[config.mk]
export PLATFORM = sky130hd
export DESIGN_NAME = bist_cell
export DESIGN_NICKNAME = d
export VERILOG_FILES = /design/src/hw/rtl/bounded_integer_set_table_core_assert.svh /design/src/hw/rtl/bist_pkg.sv /design/src/hw/rtl/bist_cell.sv
export SDC_FILE = /design/constraint.sdc
export NUM_CORES = 1
export LEC_CHECK = 0
export BUFFER_PORTS_ARGS = -buffer_cell sky130_fd_sc_hd__buf_2
export CAP_MARGIN = 40
export CORE_MARGIN = 2
export CORE_UTILIZATION = 45
export DETAILED_ROUTE_END_ITERATION = 6
export PLACE_DENSITY = 0.87
export SETUP_SLACK_MARGIN = 0.5
export SKIP_LAST_GASP = 1
export SLEW_MARGIN = 10
export SYNTH_ARGS = -nofsm -noshare
export SYNTH_HDL_FRONTEND = slang
export SYNTH_SLANG_ARGS = --single-unit
[constraint.sdc]
create_clock -name clk_i -period 9.2 [get_ports clk_i]
set_input_delay 0 -clock clk_i [delete_from_list [all_inputs] [get_ports clk_i]]
set_output_delay 0 -clock clk_i [all_outputs]
set_load 0.01 [all_outputs]
[src/hw/rtl/bounded_integer_set_table_core_assert.svh]
// assertion macros for the bounded integer set table
// used by the top level; no other dependencies
`ifndef BOUNDED_INTEGER_SET_TABLE_CORE_ASSERT_SVH
`define BOUNDED_INTEGER_SET_TABLE_CORE_ASSERT_SVH

// property must hold at every edge out of reset
`define BIST_ASSERT(lbl, clk, rstn, prop, msg) \
  lbl: assert property (@(posedge clk) disable iff (!rstn) prop) else $error(msg);

// condition implies a consequence in the next cycle
`define BIST_ASSERT_NEXT(lbl, clk, rstn, pre, post, msg) \
  lbl: assert property (@(posedge clk) disable iff (!rstn) pre |=> post) else $error(msg);

// condition implies a consequence in the same cycle
`define BIST_ASSERT_SAME(lbl, clk, rstn, pre, post, msg) \
  lbl: assert property (@(posedge clk) disable iff (!rstn) pre |-> post) else $error(msg);

`endif

[src/hw/rtl/bist_pkg.sv]
// shared types and constants of the bounded integer set table
// no dependencies; compiled before the interfaces and modules
package bist_pkg;

  // default number of cells
  localparam int unsigned DefaultDepth = 64;

  // fixed field widths
  localparam int unsigned OpW     = 3;
  localparam int unsigned ValW    = 32;
  localparam int unsigned StW     = 2;
  localparam int unsigned CntOutW = 7;
  localparam int unsigned CapW    = 7;

  localparam logic [CapW-1:0] CapReset = 7'd64;

  // operation codes
  typedef enum logic [OpW-1:0] {
    OP_INSERT = 3'd0,
    OP_REMOVE = 3'd1,
    OP_QUERY  = 3'd2,
    OP_REWIND = 3'd3,
    OP_NEXT   = 3'd4
  } op_e;

  // result status codes
  typedef enum logic [StW-1:0] {
    ST_OK   = 2'd0,
    ST_MISS = 2'd1,
    ST_FULL = 2'd2,
    ST_END  = 2'd3
  } status_e;

  // per-cycle commands broadcast to every cell
  typedef struct packed {
    logic cmp_en;
    logic ins_en;
    logic rm_en;
  } cell_ctrl_t;

endpackage

[src/hw/rtl/bist_cell.sv]
// one storage cell of the set table: holds one entry, compares it and shifts
// depends on bist_pkg
module bist_cell #(
  parameter int unsigned Idx  = 0,
  parameter int unsigned CntW = 7
) (
  input  logic                            clk_i,
  input  logic                            rst_ni,
  input  bist_pkg::cell_ctrl_t            ctrl_i,
  input  logic [CntW-1:0]                 cnt_i,
  input  logic [CntW-1:0]                 cursor_i,
  input  logic signed [bist_pkg::ValW-1:0] value_i,
  input  logic                            shift_i,
  output logic                            shift_o,
  input  logic signed [bist_pkg::ValW-1:0] nbr_i,
  output logic signed [bist_pkg::ValW-1:0] entry_o,
  output logic                            hit_o,
  output logic signed [bist_pkg::ValW-1:0] rd_o
);
  import bist_pkg::*;

  localparam logic [CntW-1:0] IdxC  = CntW'(Idx);
  localparam logic [CntW-1:0] NextC = CntW'(Idx + 1);

  logic signed [ValW-1:0] entry_q, entry_d;
  logic                   hit_q, hit_d;
  logic                   occupied;

  assign occupied = IdxC < cnt_i;

  // compare result, captured once per item
  always_comb begin
    hit_d = hit_q;
    if (ctrl_i.cmp_en) begin
      hit_d = occupied && (entry_q == value_i);
    end
  end

  always_ff @(posedge clk_i or negedge rst_ni) begin
    if (!rst_ni) begin
      hit_q <= 1'b0;
    end else begin
      hit_q <= hit_d;
    end
  end

  // removal wave: every cell at or after the hit pulls from its right neighbor
  assign shift_o = shift_i | hit_q;

  // entry write: append at the fill point or take the neighbor's entry
  always_comb begin
    entry_d = entry_q;
    if (ctrl_i.ins_en && (IdxC == cnt_i)) begin
      entry_d = value_i;
    end else if (ctrl_i.rm_en && shift_o && (NextC < cnt_i)) begin
      entry_d = nbr_i;
    end
  end

  always_ff @(posedge clk_i) begin
    entry_q <= entry_d;
  end

  assign entry_o = entry_q;
  assign hit_o   = hit_q;
  assign rd_o    = (IdxC == cursor_i) ? entry_q : '0;

endmodule

==> run summary, run 1 <==
==============================================================================
Largest fanout of any net on the critical path                              24
Post-cts sizing count                                                        0
Final-layout fill cell count                                               367
Maximum number of pins on one net before global-route repair                25
Core area                                                             4660 µm²
Post-synthesis cell count                                                  157
Setup repair after global routing missed its margin                      false
Initial standard-cell utilization of the core                            45.9%
Post-route setup TNS                                                      0 ns
Top-area cell type share of the netlist area                             45.0%
RD Place Congestion                                                      0.772
Max-cap violations                                                           0
Cell type with the largest total area after synthesis             sky130_fd_sc_hd__edfxtp_1
# clock sinks                                                               33
Final worst-path cycle share                                             20.3%
Category of the critical setup timing path                              in2reg
Flops & latches, synth                                                      33
Final core utilization                                                   66.3%
Crit-path cells                                                   buf_2, or4_4, nor4_4, nand2_2, buf_12, o21ai_4, buf_16
Clock Pin Slew Worst Setup and Hold Paths                              0.06 ns
Power per unit of standard cell area                                112 nW/µm²
Initial antenna violation count                                              0
Synthesis Warnings                                                           0
Detailed Routing Iterations Pass 1                                           6
Largest clock skew in the final design                              0.00205 ns
Setup-failing EPs final                                                      0
Type of origin of the critical path                                 input port
Layout cells sized above 1                                               62.3%
Die area                                                              5320 µm²
Leading cell type in the layout, fill and taps excluded           sky130_fd_sc_hd__buf_2
Part of the Yosys area used for sequential elements                      46.1%
Max rail drop VDD                                                  0.0000826 V
Drt first-iter violations                                                   60
Number of buffers inserted during clock tree synthesis                       5
Root buffer cell                                                  sky130_fd_sc_hd__clkbuf_8
Non-filler instance count after layout                                     367
P&R area growth vs syn                                                   44.5%
Worst Setup End Kind                                                  register
Crit-path slowest cell                                            sky130_fd_sc_hd__or4_4
Non-Filler Cell Area, Final                                           3090 µm²
Fraction of the mapped netlist area in simple logic gates                16.0%
Synth cell types                                                            22
Total setup buffers inserted after CTS                                       0
Total gr overflow                                                            0
CP peak stage delay                                                    0.55 ns
Data arrival at the endpoint of the critical path                      1.86 ns
DRC errors left                                                              0
First-pass GRT wire length                                             7.86 mm
Overall power after layout                                              345 µW
Clock period minus worst slack                                         1.87 ns
Number of port buffers                                                     149
Insertion delay of the later-clocked pin in the worst-skew pair        0.27 ns
Post-synthesis share of cell area spent on xor and xnor gates            13.1%
Hold Fails Final Rpt                                                         0
Routed WL per cell                                                     14.3 µm
Compound-Gate Fraction of Synth Area                                    0.527%
Worst path bufs/invs                                                         3
Area contributors post-synth                                      sky130_fd_sc_hd__edfxtp_1 (45%), sky130_fd_sc_hd__mux2_4 (20%), sky130_fd_sc_hd__xnor2_1 (11%)
Count of nets after finishing                                              396
Dominant combinational cell family by area after synthesis        multiplexers
Clock Tree Buf Depth                                                         2
Slew of the pin with the lowest slew margin                           0.588 ns
Average size of a mapped cell                                         13.6 µm²
Met1 WL                                                                2.10 mm
Standard-cell row count                                                     25
Syn nets                                                                   241
Total count of max-transition violations in the final report                 0
Top routing layer used                                                    met4
Number of H-tree branching levels                                            2
Final antenna diode count                                                    0
Timing-limited maximum frequency                                       535 MHz
Crit path max-delay family                                        simple AND/OR/NAND/NOR gates
Die height                                                             72.9 µm
Vias in the first global route                                            1674
Post-detailed-placement half-perimeter wirelength                      4.30 mm
Run status                                                        finished clean
CTS tree                                                                 built
Headroom to the max-slew limit                                           60.5%
Ports placed on the boundary                                               150
Instance area at placement                                            2990 µm²
Via count                                                                 1761
Combined area of all synthesized cells                                2140 µm²
Total global-route track usage                                           19.6%
Worst Path Required                                                    9.19 ns
Count of placed standard cells including taps                              357
Detailed-routed wire length on met3                                     366 µm
Routed wire length on met2                                             2.75 mm
Hold/Removal Path Class                                               in2async
Die Width                                                              72.9 µm
Adder-cell share of the synthesized area                                    0%
Leakage power total                                                    1.52 nW
Leading cell types in the layout, fill and taps excluded          sky130_fd_sc_hd__buf_2 (149), sky130_fd_sc_hd__and2_1 (32), sky130_fd_sc_hd__edfxtp_1 (32), sky130_fd_sc_hd__mux2_4 (29), sky130_fd_sc_hd__xnor2_1 (28)
Post-route antenna net violation count                                       0
Multiplexer share of the synthesized area                                22.0%
Final wirelength                                                       5.26 mm
Average via count per standard cell                                       4.80
==============================================================================
==> routing by layer <==
| layer | vias up | GRT usage [%] |
|---|---|---|
| met5 | - | 0 |
| met4 | 0 | 5.35 |
| met3 | 4 | 4.28 |
| met2 | 85 | 36.1 |
| met1 | 799 | 23.0 |
| li1 | 873 | - |
==> registers in the layout, indices dropped and copies added, names as in the netlist <==
| name | flops |
|---|---|
| entry_o | 32 |
| hit_o | 1 |
==> area by class of cell <==
class	count	area [µm²]	area share [%]
inverter	1	3.75	0.122
timing repair buffer	154	828	26.8
sequential	33	986	31.9
tap	54	67.6	2.19
clock buffer	8	80.1	2.59
multi-input combinational	117	1120	36.3
==> what timing repair did <==
item / CTS / global route
setup endpoints to repair: 0 / 0
hold buffers: 2 / 0
endpoints found under the hold margin: 2 / 0
==> per-stage QoR <==
step	hold slack [ns]	worst slack (ns)
global route	0.0118	7.25
floorplan	-0.296	5.85
finish	0.0219	7.33
global placement	-0.225	6.63
detailed placement	-0.221	7.01
CTS	0.0158	7.31
==> power breakdown <==
part           internal, mW  switching [mW]
Clock                0.0537          0.0496
Sequential            0.173         0.00527
Combinational        0.0373          0.0256
Total                 0.264          0.0804
==> worst paths after layout <==
kind,startpoint,to,slack [ns],cells past startpoint
min reg2reg,hit_o,hit_o,0.58,2
max,cnt_i[1],entry_o[14],7.33,7
min,rst_ni,hit_o,0.02,2
min in group clk_i,nbr_i[29],entry_o[29],0.02,2
max in group asynchronous,rst_ni,hit_o,9.09,2
max reg2reg,hit_o,entry_o[14],7.59,4
==> cell usage after synthesis, drive strengths merged <==
library cell  instances
and2                 32
o22ai                 1
clkbuf                3
nand2                 2
xnor2                28
inv                   1
xor2                  4
or4                   2
edfxtp               32
mux2                 32
or2                   1
nor4                  4
nor3                  2
buf                   3
nand4                 8
dfrtp                 1
o21ai                 1
==> logic make-up after synthesis <==
family          Yosys count
compound gates            2
xor+xnor                 32
buf+inv                   7
flops                    33
mux                      32
simple gates             51
==> worst reg2reg max path, delay by kind of cell (launching register included) <==
kind | cells | cell delay (ns)
compound gates | 1 | 0.49
simple gates | 2 | 0.23
flops | 1 | 0.37
buf+inv | 1 | 0.23
No activity file was read; power rests on OpenSTA's default activity.
==> run 2, diff against run 1 <==
Settings changed: ABC_AREA set to 1, CORE_UTILIZATION 45 to 39, PLACE_DENSITY 0.87 to 0.78.
Clock period 9.2 ns to 1.6 ns, I/O delays scaled along.
==> run 2 against run 1 <==
Compared with the run above:
- setup slack worse by 7.0 ns
- via count is 52% higher
- total power grew to 6.3 times the previous value
- synthesized area is 8.7% higher
- highest routed layer unchanged
==> run summary, run 2 <==
================================================================================
Run status                                                          finished clean
Routed WL per cell                                                       12.0 µm
Share of synthesized flip-flops with an asynchronous set or reset          3.03%
Drt first-iter violations                                                     83
FF/Latch Area                                                            986 µm²
Final antenna diode count                                                      0
Setup repair after global routing missed its margin                         true
Clock Tree Buf Depth                                                           2
Net Sw Frac                                                                27.7%
Layout cells sized above 1                                                 39.0%
Max-cap violations                                                             0
Hold/Removal Path Class                                                   in2reg
Routed wire length on met2                                               3.77 mm
Post-detailed-placement half-perimeter wirelength                        5.07 mm
Leakage power total                                                      2.10 nW
Largest clock skew in the final design                                 0.0118 ns
Part of the Yosys area used for sequential elements                        42.5%
Total global-route track usage                                             20.7%
Top-area cell type share of the netlist area                               41.4%
Data arrival at the endpoint of the critical path                        1.29 ns
Headroom to the max-slew limit                                             71.6%
Multiplexer share of the synthesized area                                     0%
Total gr overflow                                                              0
Fraction of power consumed by combinational cells                          24.8%
Standard-cell row count                                                       28
Top routing layer used                                                      met4
Final worst-path cycle share                                               79.7%
Count of nets after finishing                                                600
Cell type with the largest total area after synthesis               sky130_fd_sc_hd__edfxtp_1
Switching power                                                           604 µW
Power per unit of standard cell area                                  604 nW/µm²
CTS tree                                                                   built
Multi-input gate area                                                   1120 µm²
Number of buffers inserted during clock tree synthesis                         5
Crit-path cells                                                     or2_4, o311ai_4, buf_12, nand2_8
Timing-limited maximum frequency                                         784 MHz
Die height                                                               81.2 µm
Instance area at placement                                              3140 µm²
Area contributors post-synth                                        sky130_fd_sc_hd__edfxtp_1 (41%), sky130_fd_sc_hd__nand2_1 (21%), sky130_fd_sc_hd__inv_1 (10%)
Slew of the pin with the lowest slew margin                             0.427 ns
Insertion delay of the later-clocked pin in the worst-skew pair          0.28 ns
Setup-failing EPs final                                                        0
Largest register FFs                                                          32
Final core utilization                                                     61.8%
Top cells by instance count after synthesis                         sky130_fd_sc_hd__nand2_1 (131), sky130_fd_sc_hd__inv_1 (63), sky130_fd_sc_hd__nor2_1 (48)
Dominant combinational cell family by area after synthesis          simple AND/OR/NAND/NOR gates
Number of port buffers                                                       149
Initial standard-cell utilization of the core                              39.7%
Post-route antenna net violation count                                         0
Worst path bufs/invs                                                           1
Post-synthesis share of cell area spent on xor and xnor gates              2.64%
RD Place Congestion                                                        0.788
CP peak stage delay                                                      0.39 ns
Internal Pwr Total                                                       1.58 mW
Leading cell types in the layout, fill and taps excluded            sky130_fd_sc_hd__buf_2 (149), sky130_fd_sc_hd__nand2_1 (130), sky130_fd_sc_hd__inv_1 (60), sky130_fd_sc_hd__nor2_1 (46), sky130_fd_sc_hd__edfxtp_1 (32)
Crit path max-delay family                                            flip-flops
Post-synthesis cell count                                                    330
Detailed-routed wire length on met3                                       365 µm
Worst Setup End Kind                                                    register
Combined area of all synthesized cells                                  2320 µm²
Average size of a mapped cell                                           7.04 µm²
Type of origin of the critical path                                     register
Ports placed on the boundary                                                 150
Final-layout fill cell count                                                 533
Adder-cell share of the synthesized area                                      0%
# clock sinks                                                                 33
Via count                                                                   2685
Met1 WL                                                                  2.85 mm
Clock Pin Slew Worst Setup and Hold Paths                                0.07 ns
Die Width                                                                81.2 µm
Count of placed standard cells including taps                                548
Clock period minus worst slack                                           1.28 ns
Fraction of the mapped netlist area in simple logic gates                  31.9%
Final wirelength                                                         7.07 mm
Max rail drop VDD                                                     0.000323 V
Synthesis Warnings                                                             0
Vias in the first global route                                              2481
Number of enable flip-flop cells after synthesis                              32
Category of the critical setup timing path                               reg2reg
Non-filler instance count after layout                                       591
Average via count per standard cell                                         4.54
Largest fanout of any net on the critical path                                 8
Compound-Gate Fraction of Synth Area                                       9.43%
Count leader, synth                                                 sky130_fd_sc_hd__nand2_1
Number of H-tree branching levels                                              2
Overall power after layout                                               2.18 mW
Top FF cell, synth                                                  sky130_fd_sc_hd__edfxtp_1
Synth cell types                                                              23
Root buffer cell                                                    sky130_fd_sc_hd__clkbuf_8
Initial antenna violation count                                                0
Die area                                                                6590 µm²
DRC errors left                                                                0
Non-Filler Cell Area, Final                                             3610 µm²
Fraction of power consumed by the clock network                            26.4%
P&R area growth vs syn                                                     55.7%
Maximum number of pins on one net before global-route repair                  37
Syn nets                                                                     414
Post-route setup TNS                                                        0 ns
Crit-path slowest cell                                              sky130_fd_sc_hd__dfrtp_1
Hold Fails Final Rpt                                                           0
First-pass GRT wire length                                               10.6 mm
Worst Path Required                                                      1.62 ns
Core area                                                               5850 µm²
Leading cell type in the layout, fill and taps excluded             sky130_fd_sc_hd__buf_2
Relative contribution of sequential cells to total power                   48.8%
Detailed Routing Iterations Pass 1                                             4
Flops & latches, synth                                                        33
Total count of max-transition violations in the final report                   0
================================================================================
-- run 2: metal layers --
metal  global-route usage [%]  vias to the layer above
met2                     39.8                       92
li1                         -                     1371
met4                     4.92                        0
met3                     4.33                        8
met5                        0                        -
met1                     23.0                     1214
-- run 2: power groups by stage --
stage | logic, mW | registers, mW | clock network, mW
floorplan | 0.211 | 1.10 | 0
global placement | 0.442 | 1.08 | 0
detailed placement | 0.456 | 1.08 | 0
CTS | 0.526 | 1.06 | 0.599
global route | 0.608 | 1.07 | 0.637
finish | 0.542 | 1.06 | 0.577
-- run 2: layout make-up --
class                      count  share of cell area (%)
clock buffer                   6                    2.01
sequential                    33                    27.3
timing repair buffer         185                    30.4
multi-input combinational    227                    30.9
inverter                      64                    6.72
clock inverter                 1                   0.104
tap                           75                    2.60
-- run 2: repair_timing --
item / in CTS / in global routing
gates resized for setup: 7 / 4
setup buffers: 3 / 4
hold endpoints to repair: 25 / 1
gates cloned: 2 / 1
pin swaps: 5 / 2
endpoints found under the setup margin: 33 / 58
hold buffers: 25 / 1
-- run 2: cell families (layout without fill, tap and decap cells) --
| family | Yosys count | in the layout |
|---|---|---|
| AO/OA/AOI/OAI | 27 | 27 |
| XOR/XNOR | 7 | 7 |
| buffers and inverters | 73 | 256 |
| flip-flops | 33 | 33 |
| AND/OR/NAND/NOR | 190 | 193 |
-- run 2: worst min-delay path, stage by stage --
cell                      delay, ns
sky130_fd_sc_hd__buf_2         0.08
sky130_fd_sc_hd__nand2_1       0.05
sky130_fd_sc_hd__o21ai_2       0.05
-- run 2: final timing paths --
| path | startpoint | to | slack [ns] | cells past startpoint |
|---|---|---|---|---|
| setup / recovery | hit_o | entry_o[5] | 0.32 | 4 |
| hold / removal | nbr_i[19] | entry_o[19] | 0.01 | 3 |
| setup reg to reg | hit_o | entry_o[5] | 0.32 | 4 |
| hold reg to reg | hit_o | hit_o | 0.66 | 3 |
| max in group asynchronous | rst_ni | hit_o | 1.50 | 2 |
| min in group asynchronous | rst_ni | hit_o | 0.02 | 2 |
-- run 2: stage by stage --
step / hold slack [ns] / setup slack, ns
floorplan: -0.296 / 0.304
global placement: -0.222 / 0.264
detailed placement: -0.223 / 0.239
CTS: 0.00230 / 0.329
global route: 0.00267 / 0.293
finish: 0.0102 / 0.324
